$ cat config.mk
export PLATFORM = sky130hd
export DESIGN_NAME = keyword_substitution_cipher_unit_flat
export DESIGN_NICKNAME = d
export VERILOG_FILES = /design/src/rtl/ksc_pkg.sv /design/src/rtl/ksc_if.sv /design/src/rtl/keyword_substitution_cipher_unit.sv /design/src/flat_wrapper.sv
export SDC_FILE = /design/constraint.sdc
export NUM_CORES = 1
export LEC_CHECK = 0
export BUFFER_PORTS_ARGS = -buffer_cell sky130_fd_sc_hd__buf_2
export CORE_UTILIZATION = 65
export DETAILED_ROUTE_END_ITERATION = 6
export PLACE_DENSITY = 0.88
export SETUP_SLACK_MARGIN = 0.5
export SLEW_MARGIN = 20
export SYNTH_ARGS = -nofsm -noshare
export SYNTH_HDL_FRONTEND = slang
export SYNTH_SLANG_ARGS = --single-unit
$ cat constraint.sdc
create_clock -name clk -period 6.9 [get_ports clk]
set_input_delay 0.345 -clock clk [delete_from_list [all_inputs] [get_ports clk]]
set_output_delay 0.345 -clock clk [all_outputs]
set_load 0.05 [all_outputs]
$ cat src/rtl/ksc_pkg.sv
// ----------------------------------------------------------------------------
// ksc_pkg
// Shared types, codes and letter decoding for the keyword substitution cipher.
// ----------------------------------------------------------------------------
package ksc_pkg;

  localparam int ALPHA_COUNT = 26;
  localparam int IDX_W       = $clog2(ALPHA_COUNT);

  localparam logic [7:0] LOWER_BASE = 8'h61;
  localparam logic [7:0] UPPER_BASE = 8'h41;
  localparam logic [IDX_W-1:0] LAST_IDX = IDX_W'(ALPHA_COUNT - 1);

  typedef logic [IDX_W-1:0] idx_t;

  typedef enum logic [1:0] {
    OP_CLEAR    = 2'd0,
    OP_KEY      = 2'd1,
    OP_COMPLETE = 2'd2,
    OP_ENCRYPT  = 2'd3
  } opcode_t;

  typedef enum logic [1:0] {
    ST_OK         = 2'd0,
    ST_IGNORED    = 2'd1,
    ST_NOT_READY  = 2'd2,
    ST_NON_LETTER = 2'd3
  } status_t;

  typedef enum logic [1:0] {
    S_IDLE,
    S_FILL,
    S_READ
  } state_t;

  typedef struct packed {
    logic is_letter;
    logic upper;
    idx_t idx;
  } letter_t;

  function automatic letter_t decode_letter(input logic [7:0] b);
    letter_t r;
    r = '0;
    if (b >= LOWER_BASE && b < LOWER_BASE + 8'(ALPHA_COUNT)) begin
      r.is_letter = 1'b1;
      r.idx       = IDX_W'(b - LOWER_BASE);
    end else if (b >= UPPER_BASE && b < UPPER_BASE + 8'(ALPHA_COUNT)) begin
      r.is_letter = 1'b1;
      r.upper     = 1'b1;
      r.idx       = IDX_W'(b - UPPER_BASE);
    end
    return r;
  endfunction

endpackage

$ cat src/rtl/ksc_if.sv
// ----------------------------------------------------------------------------
// ksc_in_if / ksc_out_if
// Valid/ready channels carrying request and result transactions.
// ----------------------------------------------------------------------------
interface ksc_in_if;
  import ksc_pkg::*;

  logic       valid;
  logic       ready;
  opcode_t    opcode;
  logic [7:0] data_byte;

  modport source (output valid, output opcode, output data_byte, input ready);
  modport sink   (input valid, input opcode, input data_byte, output ready);
endinterface

interface ksc_out_if;
  import ksc_pkg::*;

  logic       valid;
  logic       ready;
  logic [7:0] out_byte;
  status_t    status;

  modport source (output valid, output out_byte, output status, input ready);
  modport sink   (input valid, input out_byte, input status, output ready);
endinterface

$ cat src/rtl/keyword_substitution_cipher_unit.sv
// ----------------------------------------------------------------------------
// keyword_substitution_cipher_unit
// Builds a 26-letter substitution alphabet from a keyword and enciphers bytes.
// ----------------------------------------------------------------------------
// Usage:
//   feed   : request transactions (opcode, data_byte), valid/ready.
//   result : one result transaction (out_byte, status) per request.
//   The substitution table sits in a 26 x 5 synchronous memory. Requests are
//   taken one at a time: feed.ready is high when the unit is idle and the
//   output register is empty or being drained in the same cycle.
//   Clear, keyword byte, complete on a ready table and passthrough load the
//   output register directly on acceptance. An encrypt of a letter on a ready
//   table first reads the memory (S_READ), then loads the result. Complete on
//   a table not yet ready sweeps all 26 letters through the single memory
//   write port, one letter a cycle (S_FILL), then loads its result.
//   Encryption takes no new byte while the memory read of the last is pending.
//   Reset clears the used-letter mask, fill count, ready flag and output
//   valid flag; the table memory is not cleared and is only read once all
//   26 entries have been written.
//   While the sink stalls, the result is held and no new request is taken.
// ----------------------------------------------------------------------------
module keyword_substitution_cipher_unit (
  input  logic      clk,
  input  logic      rst,
  ksc_in_if.sink    feed,
  ksc_out_if.source result
);
  import ksc_pkg::*;

  logic [IDX_W-1:0] letter_map [ALPHA_COUNT];
  idx_t             rd_data;

  state_t                 state, state_next;
  logic [ALPHA_COUNT-1:0] used, used_next;
  idx_t                   fill, fill_next;
  logic                   ready, ready_next;
  idx_t                   sweep, sweep_next;
  logic                   upper, upper_next;

  logic       out_valid;
  logic [7:0] out_byte;
  status_t    out_status;

  logic       accept;
  letter_t    dec;
  logic       mem_we;
  idx_t       mem_waddr;
  idx_t       mem_wdata;
  logic       rd_en;
  logic       load;
  logic [7:0] load_byte;
  status_t    load_status;

  assign dec           = decode_letter(feed.data_byte);
  assign feed.ready    = (state == S_IDLE) && (!out_valid || result.ready);
  assign accept        = feed.valid && feed.ready;
  assign result.valid  = out_valid;
  assign result.out_byte = out_byte;
  assign result.status = out_status;

  always_comb begin
    state_next  = state;
    used_next   = used;
    fill_next   = fill;
    ready_next  = ready;
    sweep_next  = sweep;
    upper_next  = upper;
    mem_we      = 1'b0;
    mem_waddr   = fill;
    mem_wdata   = '0;
    rd_en       = 1'b0;
    load        = 1'b0;
    load_byte   = '0;
    load_status = ST_OK;
    unique case (state)
      S_IDLE: begin
        if (accept) begin
          unique case (feed.opcode)
            OP_CLEAR: begin
              used_next  = '0;
              fill_next  = '0;
              ready_next = 1'b0;
              load       = 1'b1;
            end
            OP_KEY: begin
              load = 1'b1;
              if (ready || !dec.is_letter || used[dec.idx]) begin
                load_status = ST_IGNORED;
              end else begin
                mem_we             = 1'b1;
                mem_wdata          = dec.idx;
                fill_next          = fill + 1'b1;
                used_next[dec.idx] = 1'b1;
              end
            end
            OP_COMPLETE: begin
              if (ready) begin
                load = 1'b1;
              end else begin
                sweep_next = '0;
                state_next = S_FILL;
              end
            end
            OP_ENCRYPT: begin
              if (!ready) begin
                load        = 1'b1;
                load_byte   = feed.data_byte;
                load_status = ST_NOT_READY;
              end else if (!dec.is_letter) begin
                load        = 1'b1;
                load_byte   = feed.data_byte;
                load_status = ST_NON_LETTER;
              end else begin
                rd_en      = 1'b1;
                upper_next = dec.upper;
                state_next = S_READ;
              end
            end
            default: ;
          endcase
        end
      end
      S_FILL: begin
        // place each unused letter in alphabet order
        if (!used[sweep]) begin
          mem_we           = 1'b1;
          mem_wdata        = sweep;
          fill_next        = fill + 1'b1;
          used_next[sweep] = 1'b1;
        end
        if (sweep == LAST_IDX) begin
          ready_next = 1'b1;
          load       = 1'b1;
          state_next = S_IDLE;
        end else begin
          sweep_next = sweep + 1'b1;
        end
      end
      S_READ: begin
        load       = 1'b1;
        load_byte  = (upper ? UPPER_BASE : LOWER_BASE) + {{(8-IDX_W){1'b0}}, rd_data};
        state_next = S_IDLE;
      end
      default: state_next = S_IDLE;
    endcase
  end

  always_ff @(posedge clk) begin
    if (rst) begin
      state <= S_IDLE;
      used  <= '0;
      fill  <= '0;
      ready <= 1'b0;
    end else begin
      state <= state_next;
      used  <= used_next;
      fill  <= fill_next;
      ready <= ready_next;
    end
  end

  always_ff @(posedge clk) begin
    sweep <= sweep_next;
    upper <= upper_next;
  end

  always_ff @(posedge clk) begin
    if (mem_we) begin
      letter_map[mem_waddr] <= mem_wdata;
    end
  end

  always_ff @(posedge clk) begin
    if (rd_en) begin
      rd_data <= letter_map[dec.idx];
    end
  end

  always_ff @(posedge clk) begin
    if (rst) begin
      out_valid <= 1'b0;
    end else if (load) begin
      out_valid <= 1'b1;
    end else if (result.ready) begin
      out_valid <= 1'b0;
    end
  end

  always_ff @(posedge clk) begin
    if (load) begin
      out_byte   <= load_byte;
      out_status <= load_status;
    end
  end

endmodule

$ cat src/flat_wrapper.sv
// flat-port wrapper written by rule: the top's interface ports become plain ports
module keyword_substitution_cipher_unit_flat import ksc_pkg::*;
  (clk, rst, feed_valid, feed_opcode, feed_data_byte, feed_ready, result_valid, result_out_byte, result_status, result_ready);
  ksc_in_if feed_i ();
  ksc_out_if result_i ();
  input  logic clk;
  input  logic rst;
  input wire logic [$bits(feed_i.valid)-1:0] feed_valid;
  input wire logic [$bits(feed_i.opcode)-1:0] feed_opcode;
  input wire logic [$bits(feed_i.data_byte)-1:0] feed_data_byte;
  output wire logic [$bits(feed_i.ready)-1:0] feed_ready;
  output wire logic [$bits(result_i.valid)-1:0] result_valid;
  output wire logic [$bits(result_i.out_byte)-1:0] result_out_byte;
  output wire logic [$bits(result_i.status)-1:0] result_status;
  input wire logic [$bits(result_i.ready)-1:0] result_ready;
  assign feed_i.valid = feed_valid;
  assign feed_i.opcode = feed_opcode;
  assign feed_i.data_byte = feed_data_byte;
  assign feed_ready = feed_i.ready;
  assign result_valid = result_i.valid;
  assign result_out_byte = result_i.out_byte;
  assign result_status = result_i.status;
  assign result_i.ready = result_ready;
  keyword_substitution_cipher_unit u_core (.clk(clk), .rst(rst), .feed(feed_i), .result(result_i));
endmodule
---- Word level (Yosys, flattened, before mapping) ----
Memories as Yosys holds them, arrays and structs flattened. A register that Yosys moved wholly into a read port is not among the register bits.
Cells that the tools add are included.
cells by class
  add/sub/neg operators ................... 5
  $mul .................................... 0
  div/mod/pow operators ................... 0
  $lt $le $gt $ge ......................... 8
  equal/unequal tests ..................... 19
  shifts and indexed selects .............. 0
  mux-type cells .......................... 73
  bitwise logic cells ..................... 2
  reduce and logical (&&, ||, !) cells .... 22
operator list
  operator                                                                       count
  26-bit case mux with 2 select lines                                            2
  26-bit 2-to-1 mux                                                              3
  5-bit 2-to-1 mux                                                               12
  26-bit OR                                                                      2
  5-bit case mux with 2 select lines                                             4
  8-bit 2-to-1 mux                                                               4
  1-bit 2-to-1 mux                                                               27
  8-bit by 7-bit >= comparator with 1-bit output (second input constant)         2
  8-bit by 7-bit less-than comparator with 1-bit output (second input constant)  2
  8-bit case mux with 2 select lines                                             1
  5-bit AND reduction                                                            3
  2-bit 2-to-1 mux                                                               7
  5-bit by 6-bit less-than comparator with 1-bit output (second input constant)  2
  3-bit inequality test (second input constant)                                  4
  2-bit case mux with 2 select lines                                             3
  5-bit by 1-bit adder with 5-bit output (second input constant)                 2
  1-bit binary-select mux with 5-bit select                                      2
  1-bit demux with 5-bit select                                                  2
  5-bit by 1-bit >= comparator with 1-bit output (second input constant)         2
  2-bit inequality test (second input constant)                                  5
  5-bit by 1-bit subtractor with 5-bit output (second input constant)            2
  8-bit by 5-bit adder with 8-bit output                                         1
  7-bit 2-to-1 mux                                                               1
  2-bit equality test (second input constant)                                    3
  16 further kinds                                                               31
storage, ports and cells
  register bits after elaboration ......... 51
  bits in latches ......................... 0
  bits in writable memories ............... 130
  memory bits (read-only) ................. 0
  input bits .............................. 14
  output and inout bits ................... 12
  logic and storage cells ................. 139
  memories ................................ 1
memory list
  memory             words  bits a word  rd ports  clocked after Yosys merged registers in  wr ports  line                                    source
  u_core.letter_map  26     5            1         1                                        1         keyword_substitution_cipher_unit.sv:30  logic [IDX_W-1:0] letter_map [ALPHA_COUNT];

---- Longest topological paths before layout ----
Gate-level depths: netlist of run 1.
  depth after elaboration ................. 13
  gate-level depth with buffers ........... 14
  mapped depth without buffers ............ 10

---- Least setup slack after synthesis of run 1 ----
Ideal clock, no wire load.
  path kind ............................... input-to-reg
  start point ............................. input port feed_data_byte[0]
  end point ............................... memory u_core.letter_map[0][2] (netlist name), data pin
  library setup time ...................... 0.408 ns
  arrival time ............................ 3.607 ns
  data required time ...................... 6.492 ns
  path slack .............................. 2.885 ns
  stages .................................. 12
  path buffers ............................ 3
  path through ............................ buf_2 > inv_1 > clkbuf_1 > ha_1 > buf_2 > mux2_2 > nand2_1 > a221oi_1 > a2111oi_0 > and4_1 > nand2_1 > o21ai_0
between the ends
  cells in the longest elaborated chain, start to end .. 11
  elaborated cells on any way between the ends .. 20
  those cells by class .................... add/sub (2); order compare (4); mux (9); reduce/logical (5)
RTL lines
  element                                                                                                                         line                                    source
  from (decl)                                                                                                                     flat_wrapper.sv:10                      input wire logic [$bits(feed_i.data_byte)-1:0] feed_data_byte;
  8-bit by 7-bit >= comparator with 1-bit output / 8-bit by 7-bit less-than comparator with 1-bit output (equally long branches)  ksc_pkg.sv:48                           end else if (b >= UPPER_BASE && b < UPPER_BASE + 8'(ALPHA_COUNT)) begin
  1-bit logical AND                                                                                                               ksc_pkg.sv:48
  7-bit 2-to-1 mux                                                                                                                ksc_pkg.sv:48
  5-bit 2-to-1 mux / 1-bit 2-to-1 mux (equally long branches)                                                                     ksc_pkg.sv:45                           if (b >= LOWER_BASE && b < LOWER_BASE + 8'(ALPHA_COUNT)) begin
  1-bit binary-select mux with 5-bit select / 1-bit logical NOT (equally long branches)                                           keyword_substitution_cipher_unit.sv:87  if (ready || !dec.is_letter || used[dec.idx]) begin
  1-bit 2-to-1 mux (implied by the code) / 1-bit logical OR (equally long branches)                                               keyword_substitution_cipher_unit.sv:87
  1-bit logical OR                                                                                                                keyword_substitution_cipher_unit.sv:87
  5-bit 2-to-1 mux (*)                                                                                                            keyword_substitution_cipher_unit.sv:87
  5-bit 2-to-1 mux (*)                                                                                                            keyword_substitution_cipher_unit.sv:78  unique case (feed.opcode)
  5-bit 2-to-1 mux (*)                                                                                                            keyword_substitution_cipher_unit.sv:77  if (accept) begin
  5-bit case mux with 2 select lines (*)                                                                                          keyword_substitution_cipher_unit.sv:75  unique case (state)
  named net u_core.mem_wdata[2]                                                                                                   keyword_substitution_cipher_unit.sv:48  idx_t mem_wdata;
  to (decl)                                                                                                                       keyword_substitution_cipher_unit.sv:30
Mark *: on every way through the listed nets, which the timed path passes. The rest lies on a longest branch. The select of a mux whose other input is x is not followed.

---- Worst setup path after layout of run 1 ----
  start point ............................. input port feed_data_byte[0]
  end point ............................... memory u_core.letter_map[18][0] (netlist name), data pin
Same word-level chain as after synthesis.

==> run summary, run 1 <==
The type of the tightest min-delay check was primary input to register. The number of nets in the synthesized netlist is 777. The setup total negative slack was 0 ps; the number of distinct library cells after synthesis was 68. By count the netlist is led by 151 x sky130_fd_sc_hd__edfxtp_1, 72 x sky130_fd_sc_hd__nor2_1, 52 x sky130_fd_sc_hd__o21ai_0, 49 x sky130_fd_sc_hd__nand2_1, 38 x sky130_fd_sc_hd__clkbuf_1. TritonCTS built the clock tree. For the pin with the worst max-slew slack, the measured transition is 1105 ps.

Initial antenna violation count: 0. The worst path required time was 6980 ps. For the starting density of the core, the log shows 0.6683. STA classifies the critical path startpoint as a primary input. The total area inside the core boundary comes to 13300 µm².

Averaged over all synthesized cells, the footprint is 11.83 µm². 0 antenna diodes ended up in the layout. For the number of global-route vias before repair, the log shows 6268. Based on the critical path, the design can be clocked at up to 212.7 MHz. The worst register-to-register path has a depth of 7. The share of the synthesized area in the top cell type is 0.5104, and the wire length reported by the detailed router is 22.69 mm. The die boundary width works out to 118.9 µm. The run gives 0 as the post-CTS setup buffer count. Among all cell types in the netlist, the one instantiated most often is sky130_fd_sc_hd__edfxtp_1. The number of buffers inserted for hold repair after clock tree synthesis is 0, and the worst setup slack for register-to-register paths is 3220 ps. The logs give 0.2636 for the worst-case headroom to the max-slew limit and 979 for the initial detailed-routing violation count. The synthesized design spends more area on one cell type than any other, namely sky130_fd_sc_hd__edfxtp_1. In this run the power density over the cells is 249.4 nW/µm². The shortest period the worst path allows was 4701 ps. The tools report the peak ir drop on the vdd network as 186.3 µV. The floorplan step set the die height to 118.9 µm. Along the worst path, the maximum fanout reaches 47.

The maximum clock insertion buffer count is 2, and the iteration count of the initial detailed-routing pass is 6. At the end of routability-driven placement, the weighted congestion stood at 1.007. The source-to-sink clock delay at the later pin of the worst-skew pair was 430 ps; the cell area after synthesis was 8885 µm². The flow ran to the end, and the final reports show no timing, DRC or antenna violations. Entering global routing, the biggest net connects 61 pins.

Setup repair after global routing left no endpoint under its margin. Max-cap violations in this run came to 0. The CTS buffer count is 17. Register bit count reported by yosys: 186.

The tools report the signal arrival time at the worst endpoint as 4780 ps. After detailed routing, the number of vias per cell comes to 7.003. The gate count after technology mapping was 751. Setup violations remaining at the end of the flow were counted as 0.

After clock tree synthesis, the repair step resized 0 gates. The H-tree was split into 4 levels. For hold timing, the worst endpoint is u_core.upper. The final cycle utilization of the critical path is 0.6813. Startpoint-to-endpoint class of the critical path: primary input to register.

Setup slack closes at 2199 ps. The post-placement worst setup slack was 1952 ps; the number of ports placed on the die boundary was 26. Summing over every cut layer, the via total after detailed routing is 6597. The primary flip-flop cell chosen by synthesis mapping is sky130_fd_sc_hd__edfxtp_1.

The run gives 0 as the number of hold violations in the final report. In the post-synthesis netlist, the biggest area contributors are sky130_fd_sc_hd__edfxtp_1 51%, sky130_fd_sc_hd__dfxtp_1 7.9%, sky130_fd_sc_hd__mux2i_1 3.3%. The number of fillers in the final layout came out at 857. The async set-reset flop share out of synthesis came out at 0. The count of synthesis-stage warnings from yosys is 0. The startpoint identified for the worst register-to-register timing path is u_core.sweep[0]. The number of stages on the worst hold path is 2, and the post-synthesis to final-layout area growth is 9.548%.

The launch instance of the worst min-delay path is feed_data_byte[5]. Clock tree synthesis selected as its root buffer the cell sky130_fd_sc_hd__clkbuf_16. The overall routing resource usage is 0.3354, and the number of sinks handled by clock tree synthesis is 186.

The max-slew violation total from the final report is 0. Buffers placed on the I/O ports in this run total 25. Summed over all layers, the global routing overflow is 0.

Once detail routing completed, the nets flagged for antenna violations numbered 0. The sum of net half-perimeters after detailed placement came out at 15.01 mm. The kind of end point of the critical path was a register. The static leakage power was 3.157 nW.

Clock-pin slew was measured on the worst setup and hold paths at 70 ps. After detailed routing, the average wire length per cell comes to 24.08 µm. The largest clock skew in the final design came out at 10.76 ps. The number of enable-type register cells in the synthesized netlist was 151. The tools report the worst reg2reg path endpoint as u_core.letter_map[13][0]. The area enclosed by the die boundary is 14140 µm². The sequential element share of the synthesized area was 0.5892; the share of post-route cells with drive strength above 1 was 0.1279.

Number of placement rows: 42. The first global-routing pass estimated 35.33 mm of wire. The number of DRC violations after detailed routing is 0. Final-stage net count: 779.
## layout by cell type (no fill, tap or decap), types with 5 or more instances in the layout
cell,netlist,final
sky130_fd_sc_hd__edfxtp_1,151,151
sky130_fd_sc_hd__nor2_1,72,72
sky130_fd_sc_hd__o21ai_0,52,51
sky130_fd_sc_hd__nand2_1,49,49
sky130_fd_sc_hd__dfxtp_1,35,35
sky130_fd_sc_hd__mux2i_1,29,29
sky130_fd_sc_hd__or3_1,28,28
sky130_fd_sc_hd__a22o_1,28,28
sky130_fd_sc_hd__nand3_1,27,27
sky130_fd_sc_hd__buf_2,5,25
sky130_fd_sc_hd__o22ai_1,26,23
sky130_fd_sc_hd__a21oi_1,22,22
sky130_fd_sc_hd__clkbuf_16,0,17
sky130_fd_sc_hd__nor3_1,15,15
sky130_fd_sc_hd__inv_1,14,14
sky130_fd_sc_hd__a221oi_1,12,12
sky130_fd_sc_hd__ha_1,12,11
sky130_fd_sc_hd__nor2b_1,10,10
sky130_fd_sc_hd__a211oi_1,11,10
sky130_fd_sc_hd__xnor2_1,8,8
sky130_fd_sc_hd__mux2_2,8,8
sky130_fd_sc_hd__mux4_2,7,7
sky130_fd_sc_hd__o2111ai_1,7,7
sky130_fd_sc_hd__buf_4,0,7
sky130_fd_sc_hd__nand3b_1,5,5
sky130_fd_sc_hd__nor4_1,5,5
## how the worst max path moves through the flow
| stage | depth (start not counted) | slack (ps) | from | endpoint |
|---|---|---|---|---|
| finish | 10 | 2200 | feed_data_byte[0] | u_core.letter_map[18][0] |
| global route | 10 | 1920 | feed_data_byte[0] | u_core.letter_map[20][0] |
| floorplan | 12 | 2890 | feed_data_byte[0] | u_core.letter_map[0][2] |
| detailed placement | 10 | 1950 | feed_data_byte[0] | u_core.letter_map[10][1] |
| CTS | 10 | 2360 | feed_data_byte[0] | u_core.letter_map[2][1] |
| global placement | 10 | 2220 | feed_data_byte[0] | u_core.letter_map[10][1] |
## state kept, by name (all words and copies together), names as in the netlist
name,flops
u_core.letter_map,130
u_core.used,26
u_core.result.out_byte,8
u_core.fill,5
u_core.rd_data,5
u_core.sweep,5
u_core.result.status,2
u_core.state,2
u_core.ready,1
u_core.result.valid,1
u_core.upper,1
## metrics by stage
| step | hold WS, ps | instances | util | power [mW] | cell area (µm²) |
|---|---|---|---|---|---|
| after floorplan | 448.3 | 751 | - | 1.399 | 8885 |
| after global placement | 471.8 | 910 | 0.6862 | 1.451 | 9124 |
| after detailed placement | 491.7 | 910 | 0.6862 | 1.458 | 9124 |
| after CTS | 199.2 | 942 | 0.7309 | 2.415 | 9718 |
| after global routing | 198.3 | 942 | 0.7321 | 2.486 | 9733 |
| final | 211.5 | 942 | 0.7321 | 2.427 | 9733 |
## power breakdown
| part | internal (mW) | total (mW) | switching (mW) |
|---|---|---|---|
| Clock | 0.544 | 0.984 | 0.440 |
| Sequential | 1.22 | 1.23 | 0.00945 |
| Combinational | 0.0600 | 0.214 | 0.154 |
| Total | 1.82 | 2.43 | 0.604 |
## logic make-up (layout without fill, tap and decap cells)
family / Yosys count / after routing / share of synthesized area
xor+xnor: 10 / 10 / 0.009858
flops: 186 / 186 / 0.5892
simple gates: 237 / 237 / 0.1339
mux: 44 / 44 / 0.06056
buf+inv: 63 / 78 / 0.02985
compound gates: 199 / 199 / 0.1597
fa+ha+maj: 12 / 12 / 0.01690
## worst max-delay path: stages
cell and delay, ps:
sky130_fd_sc_hd__buf_2 690, sky130_fd_sc_hd__inv_1 440, sky130_fd_sc_hd__ha_2 370, sky130_fd_sc_hd__xnor2_1 460, sky130_fd_sc_hd__nor4_2 150, sky130_fd_sc_hd__nand3_1 440
sky130_fd_sc_hd__a21oi_1 150, sky130_fd_sc_hd__nor4_4 440, sky130_fd_sc_hd__nand2_1 310, sky130_fd_sc_hd__o22ai_2 930
## routing by layer
metal	track usage	up-vias	routed length, µm
li1	-	2909	-
met1	0.4547	3168	8947
met2	0.5051	458	10580
met3	0.1001	62	2471
met4	0.1440	0	689
met5	0	-	0
## final cells by class
| type | instances | area [µm²] | share of cell area |
|---|---|---|---|
| inverter | 14 | 52.55 | 0.005399 |
| clock buffer | 18 | 429.2 | 0.04409 |
| clock inverter | 14 | 165.2 | 0.01697 |
| tap | 176 | 220.2 | 0.02263 |
| timing repair buffer | 32 | 177.7 | 0.01825 |
| multi-input combinational | 502 | 3453 | 0.3548 |
| sequential | 186 | 5235 | 0.5379 |
(Power assumes the default switching activity.)
==> run 2: changes to the inputs <==
--- a/config.mk
+++ b/config.mk
@@ -6,9 +6,9 @@
 export NUM_CORES = 1
 export LEC_CHECK = 0
 export BUFFER_PORTS_ARGS = -buffer_cell sky130_fd_sc_hd__buf_2
-export CORE_UTILIZATION = 65
+export CORE_UTILIZATION = 56
 export DETAILED_ROUTE_END_ITERATION = 6
-export PLACE_DENSITY = 0.88
+export PLACE_DENSITY = 0.81
 export SETUP_SLACK_MARGIN = 0.5
 export SLEW_MARGIN = 20
 export SYNTH_ARGS = -nofsm -noshare
==> constraint.sdc (replaced) <==
create_clock -name clk -period 3.98 [get_ports clk]
set_input_delay 0.199 -clock clk [delete_from_list [all_inputs] [get_ports clk]]
set_output_delay 0.199 -clock clk [all_outputs]
set_load 0.05 [all_outputs]
==> run 2 against run 1 <==
First-iteration DRC count down 12%; non-clock buffer count up 16; global-route usage decreased by 4.8 points; routed wire length is 1.6% lower; setup slack got worse by 1600 ps; via count rose by 0.44%; cell area is 1.8% higher; count of clock-buffer cells in the layout shrank 1; critical path depth decreased by 3; clock power grew 74%.
==> run summary, run 2 (synthesized netlist as in run 1, its figures left out) <==
Clock root buffer: sky130_fd_sc_hd__clkbuf_16. 0 antenna diodes ended up in the layout. Peak ir drop on the vdd network: 376.0 µV.

The final global-route overflow total is 0. Type of the tightest min-delay check: primary input to register. The most frequent standard cell in the layout excluding fill and tap cells is sky130_fd_sc_hd__edfxtp_1. The logs give 22.32 mm for the wire length reported by the detailed router and 4060 ps for the worst path required time.

The pin count of the biggest net entering global routing was 43. Port buffering added 25 buffers. The top cell types in the final layout, fill and taps aside, are 151 x sky130_fd_sc_hd__edfxtp_1, 70 x sky130_fd_sc_hd__nor2_1, 51 x sky130_fd_sc_hd__o21ai_0.

The wire length of the first global-routing pass came out at 34.81 mm. Summing over every cut layer, the via total after detailed routing is 6626. Power spread over the standard cell area amounts to 425.9 nW/µm².

The shortest period the worst path allows was 3349 ps. Remaining antenna violation count after routing: 0. Maximum clock insertion buffer count: 2. The die covers 16370 µm². Counting the fill cells in the layout gives 1111.

For the number of hold violations in the final report, the log shows 0. The run gives 440 ps as the source-to-sink clock delay at the later pin of the worst-skew pair. STA classifies the critical path startpoint as a register. In the post-route analysis, the smallest setup slack over all paths is 630.8 ps. After detailed routing, the average wire length per cell comes to 22.48 µm. Final-stage net count: 795. The die outline height came out at 128.0 µm. TritonCTS built the clock tree. Leaving out filler cells and counting taps, the final layout contains 993. Clock-pin slew was measured on the worst setup and hold paths at 80 ps. The logs give 0 ps for the setup total negative slack and 0 for the number of buffers inserted for hold repair after clock tree synthesis. The run gives 3.246 nW as the static leakage power. The flow ran to the end, and the final reports show no timing, DRC or antenna violations. The congestion estimate from routability-driven global placement came to 0.9822.

The region available for standard cell placement spans 15370 µm². The signal arrival time at the worst endpoint was 3430 ps; the number of sinks handled by clock tree synthesis was 186. The slew at the pin closest to its max-slew limit was 685.4 ps. STA classifies the critical path endpoint as a register. The logs give 0 for the number of maximum-capacitance violations and 487.0 ps for the post-placement worst setup slack. Number of DRC violations after detailed routing: 0. Setup violations remaining at the end of the flow were counted as 0. Initial antenna violation count: 0.

The tools report the max-slew violation total from the final report as 0. The die is 128.0 µm wide. The detailed router finished its first iteration with 861 violations. 26 I/O pins were placed.

The run gives 0.5430 as the worst-case headroom to the max-slew limit. Post-synthesis to final-layout area growth: 11.51%. The run gives 6341 as the number of global-route vias before repair. The area of the multi-input gates is 3443 µm², and the post-placement cell count is 961.

The share of post-route cells with drive strength above 1 is 0.1509. The register with the most flip-flops in the layout has 130 of them. The final cycle utilization of the critical path came out at 0.8415.

The sum of net half-perimeters after detailed placement came out at 15.04 mm. Largest clock skew in the final design: 11.76 ps. Setup repair after global routing could not meet its margin everywhere. Derived from the worst setup path, the maximum achievable clock frequency is 298.6 MHz. The sequential cells in the finished layout cover a total of 5235 µm². Hold timing on the final database bottoms out at a slack of 53.30 ps. In this run, CTS created clock tree buffers numbering 17. The logs give 0.2872 for the overall routing resource usage and 4.219 mW for the post-layout total power.

Counting flops per register, the top entry is u_core.letter_map. In the final layout, the registers with the most flip-flops are u_core.letter_map x130, u_core.used x26, u_core.result.out_byte x8. The starting density of the core is 0.5780, and the number of placement rows is 45. In this run the worst path has a maximum fanout of 8.

The detail-routed via count per cell was 6.673; the iteration count of the initial detailed-routing pass was 6. The number of H-tree levels is 4, and the post-CTS setup buffer count is 0. The startpoint-to-endpoint class of the critical path is register to register.
## run 2: cell types whose count changed in the layout (fill, tap and decap cells not counted), sizes merged
cell    previous run  this run
clkinv             5         4
clkbuf            18        17
bufinv             2         1
buf               32        48
inv               19        22
## run 2: repair_timing
item / 4_1_cts / 5_1_grt
gates resized for setup: 0 / 2
endpoints found under the hold margin: 0 / 0
setup endpoints to repair: 0 / 16
## run 2: power breakdown
group          leakage [nW]  switching [mW]  internal, mW
registers              1.66          0.0152          2.11
logic                  1.30           0.266         0.113
clock network         0.291           0.811         0.902
## run 2: per-layer routing
| layer | share of wire | vias up | GRT usage |
|---|---|---|---|
| li1 | - | 2938 | - |
| met1 | 0.39 | 3162 | 0.3700 |
| met2 | 0.47 | 454 | 0.4530 |
| met3 | 0.11 | 72 | 0.07638 |
| met4 | 0.037 | 0 | 0.1384 |
| met5 | 0 | - | 0 |
## run 2: metrics by stage
step	util	instance area, µm²
floorplan	-	8892
global placement	0.6050	9300
detailed placement	0.6050	9300
CTS	0.6442	9902
global route	0.6445	9907
finish	0.6445	9907
## run 2: area by class of cell
cell class,count,share of cell area
Sequential cell,186,0.5284
Multi-Input combinational cell,502,0.3476
Clock buffer,17,0.04294
Timing Repair Buffer,48,0.03132
Tap cell,211,0.02665
Clock inverter,15,0.01781
Inverter,14,0.005304
## run 2: final timing paths
check	from	endpoint	slack [ps]	cells after the start
setup / recovery	u_core.sweep[0]	u_core.letter_map[9][0]	630	7
hold / removal	feed_data_byte[5]	u_core.upper	50	2
setup reg to reg	u_core.sweep[0]	u_core.letter_map[9][0]	630	7
hold reg to reg	u_core.used[15]	u_core.used[15]	500	1
## run 2: critical path, cell delays in order (launching register included)
cell and delay [ps]:
sky130_fd_sc_hd__edfxtp_1 640, sky130_fd_sc_hd__mux4_2 580, sky130_fd_sc_hd__mux2i_1 140, sky130_fd_sc_hd__o2111ai_1 200
sky130_fd_sc_hd__o211a_1 320, sky130_fd_sc_hd__a21bo_2 320, sky130_fd_sc_hd__nand2_1 290, sky130_fd_sc_hd__nor2_1 490
==> run 3: changes to the inputs <==
--- a/config.mk
+++ b/config.mk
@@ -6,9 +6,9 @@
 export NUM_CORES = 1
 export LEC_CHECK = 0
 export BUFFER_PORTS_ARGS = -buffer_cell sky130_fd_sc_hd__buf_2
-export CORE_UTILIZATION = 56
+export CORE_UTILIZATION = 62
 export DETAILED_ROUTE_END_ITERATION = 6
-export PLACE_DENSITY = 0.81
+export PLACE_DENSITY = 0.84
 export SETUP_SLACK_MARGIN = 0.5
 export SLEW_MARGIN = 20
 export SYNTH_ARGS = -nofsm -noshare
==> constraint.sdc (replaced) <==
create_clock -name clk -period 3.3 [get_ports clk]
set_input_delay 0.165 -clock clk [delete_from_list [all_inputs] [get_ports clk]]
set_output_delay 0.165 -clock clk [all_outputs]
set_load 0.05 [all_outputs]
==> run 3 against run 2 <==
Maximum frequency is 22% higher; clock skew is 1.3 ps lower; non-clock buffer count is 25 higher; routed wire length is 16% higher; sequential power is 20% higher; critical path depth is 2 higher; sequential cell count stayed put; count of clock-buffer cells in the layout stayed put; critical endpoint is now u_core.letter_map[9][3]; largest cell class unchanged; highest routed layer unchanged.
==> run summary, run 3 (synthesized netlist as in run 1, its figures left out) <==
The flow ran to the end, and the final reports show no timing, DRC or antenna violations. The portion of total power attributed to combinational logic was 0.108; the peak ir drop on the vdd network was 1076 µV. Setup violations remaining at the end of the flow were counted as 0.

The post-layout total power is 5.235 mW, and the sequential cell fraction of total power is 0.490. The number of global-route vias before repair was 6791. The family with the most delay on the worst path is compound AO/OA/AOI/OAI gates.

The critical path crosses 9 cells after its start point. Based on the critical path, the design can be clocked at up to 364.7 MHz. Measured in cells, the most critical reg-to-reg path has a length of 9. The most critical setup path has its startpoint at u_core.sweep[0]. For this design the ratio of total power to cell area is 493.5 nW/µm².

The kind of end point of the critical path was a register. In this run the critical register-to-register path is launched from u_core.sweep[0]. The share of post-route cells with drive strength above 1 works out to 0.2426. Setup slack on the worst reg-to-reg path comes out at 560 ps. The floorplan step defined a die boundary enclosing 14810 µm². The sum of buffers and inverters on the critical path is 2.

The number of DRC violations after detailed routing is 0. The pin count of the biggest net entering global routing was 53. The final global-route overflow total is 0.

In this run the number of H-tree levels came out at 4. Before CTS, the worst setup slack after placement is 127.1 ps. The sum of net half-perimeters after detailed placement is 15.88 mm. For the number of hold violations in the final report, the log shows 0. The routed wirelength normalized by instance count is 26.02 µm, and the overall routing resource usage is 0.3660. Placer congestion estimate: 0.9544.

The worst setup path is of the register to register kind. The type of the tightest min-delay check was primary input to register. From left edge to right edge, the die measures 121.7 µm. The tools report the capture point of the critical path as u_core.letter_map[9][3].

The portion of total power attributed to the clock network is 0.402, and the count of vias placed by the detailed router is 7029. Max-cap violations in this run came to 0. The analysis attributes to cell leakage a power of 3.425 nW. Setup total negative slack on the finished layout was measured at 0 ps. The final worst hold slack is 28.71 ps, and the largest clock skew in the final design is 10.43 ps. For the switching power summed over all nets, the log shows 1.360 mW. The tree is rooted in a sky130_fd_sc_hd__clkbuf_16. The logs give 0.6376 for the starting density of the core and 13930 µm² for the standard cell core area.

The slew at the pin closest to its max-slew limit was 974.4 ps. The number of antenna diodes in the final layout is 0. The post-synthesis to final-layout area growth is 19.41%.

The flip-flop count of the largest register after layout is 130, and the detail-routed via count per cell is 7.086. In the final layout, the registers with the most flip-flops are u_core.letter_map x130, u_core.used x26, u_core.result.out_byte x8. The first routing iteration left 1043 violations.

The post-layout instance area was 10610 µm²; the worst path required time was 3440 ps. The total of buffers placed on input and output ports is 25, and the worst-case headroom to the max-slew limit is 0.3457. The signal arrival time at the worst endpoint is 2880 ps, and the clock-pin slew on the worst setup and hold paths is 70 ps. The placed instances occupy a cell area of 9717 µm².

The element type at the critical path start is a register. The wire length reported by the detailed router was 25.81 mm; the remaining antenna violation count after routing was 0. The initial antenna violation count is 1, and the max-slew violation total from the final report is 0. Cell internal power was estimated by the tool at 3.875 mW.

The worst path setup slack after routing is 558.4 ps, and the delay of the slowest cell on the worst path is 500 ps. Setup repair after global routing left no endpoint under its margin. The tree built by TritonCTS fans out to 186 sinks.

The signal on the critical path passes through buf_12 -> mux4_2 -> mux2i_2 -> o2111ai_2 -> o211a_4 -> buf_12 -> a21bo_4 -> nand2_8 -> nor2_4. The cell seen most often among critical-path stages was sky130_fd_sc_hd__buf_12. The wire length of the first global-routing pass is 39.16 mm, and the die outline height is 121.7 µm. The library cell used most frequently in the layout, excluding fill and tap cells, is sky130_fd_sc_hd__edfxtp_1.

In the final design database the tool counted 825 nets. The floorplan has 43 rows. The run gives 440 ps as the source-to-sink clock delay at the later pin of the worst-skew pair. The number of ports placed on the die boundary came out at 26.

On the critical path, the stage with the largest delay is an instance of sky130_fd_sc_hd__mux4_2. The final cycle utilization of the critical path came out at 0.8308. The worst register-to-register path ends at u_core.letter_map[9][3]. The run gives 2 as the maximum clock insertion buffer count. The first detailed-routing pass ran for 5 iterations. The top cell types in the final layout, fill and taps aside, are 151 x sky130_fd_sc_hd__edfxtp_1, 50 x sky130_fd_sc_hd__o21ai_0, 46 x sky130_fd_sc_hd__nor2_1. TritonCTS built the clock tree. The CTS buffer count was 17; the shortest period the worst path allows was 2742 ps. Switching portion of total power: 0.2598. Register name with the most flops: u_core.letter_map.

The largest fanout on the critical path was 7; the number of buffers inserted for hold repair after clock tree synthesis was 0.
run 3: power groups by stage:
stage	clock network, mW	registers, mW	logic, mW
after global placement	0	2.62	0.485
after global routing	2.19	2.56	0.591
after detailed placement	0	2.62	0.496
after floorplan	0	2.64	0.322
final	2.11	2.56	0.566
after CTS	2.10	2.56	0.536
run 3: worst register-to-register path, cell delays in order (launching register included):
cell	delay, ps
sky130_fd_sc_hd__edfxtp_1	370
sky130_fd_sc_hd__buf_12	130
sky130_fd_sc_hd__mux4_2	500
sky130_fd_sc_hd__mux2i_2	190
sky130_fd_sc_hd__o2111ai_2	180
sky130_fd_sc_hd__o211a_4	210
sky130_fd_sc_hd__buf_12	130
sky130_fd_sc_hd__a21bo_4	330
sky130_fd_sc_hd__nand2_8	180
sky130_fd_sc_hd__nor2_4	210
run 3: worst min path at each step:
stage / startpoint / to / cells after the start
2_1_floorplan: rst / u_core.fill[1] / 1
3_3_place_gp: feed_data_byte[5] / u_core.upper / 2
3_5_place_dp: feed_data_byte[5] / u_core.upper / 2
4_1_cts: feed_data_byte[5] / u_core.upper / 2
5_1_grt: feed_data_byte[5] / u_core.upper / 2
6_report: feed_data_byte[5] / u_core.upper / 2
run 3: per-layer routing:
| layer | vias up | track usage | routed length, µm |
|---|---|---|---|
| met2 | 545 | 0.5952 | 12200 |
| met5 | - | 0 | 0 |
| met4 | 0 | 0.1790 | 1379 |
| met1 | 3330 | 0.4521 | 9232 |
| li1 | 3040 | - | - |
| met3 | 114 | 0.09878 | 2996 |
run 3: cell type report:
cell class                 instances  area [µm²]
sequential                       186        5236
multi-input combinational        507        3971
fill                             883        3326
timing repair buffer              73       514.2
clock buffer                      17       425.4
tap                              180       225.2
clock inverter                    15       181.4
inverter                          14       55.05
run 3: repair_timing:
action                                  in CTS  in global routing
endpoints found under the setup margin     285                290
resized for setup                           15                  8
gates cloned                                 5                  0
pin swaps                                   15                  7
setup buffers                                9                  5
run 3: per-stage QoR:
step,utilization,instances
after floorplan,-,751
after global placement,0.6973,941
after detailed placement,0.6973,941
after CTS,0.7560,987
after global routing,0.7613,992
final,0.7613,992
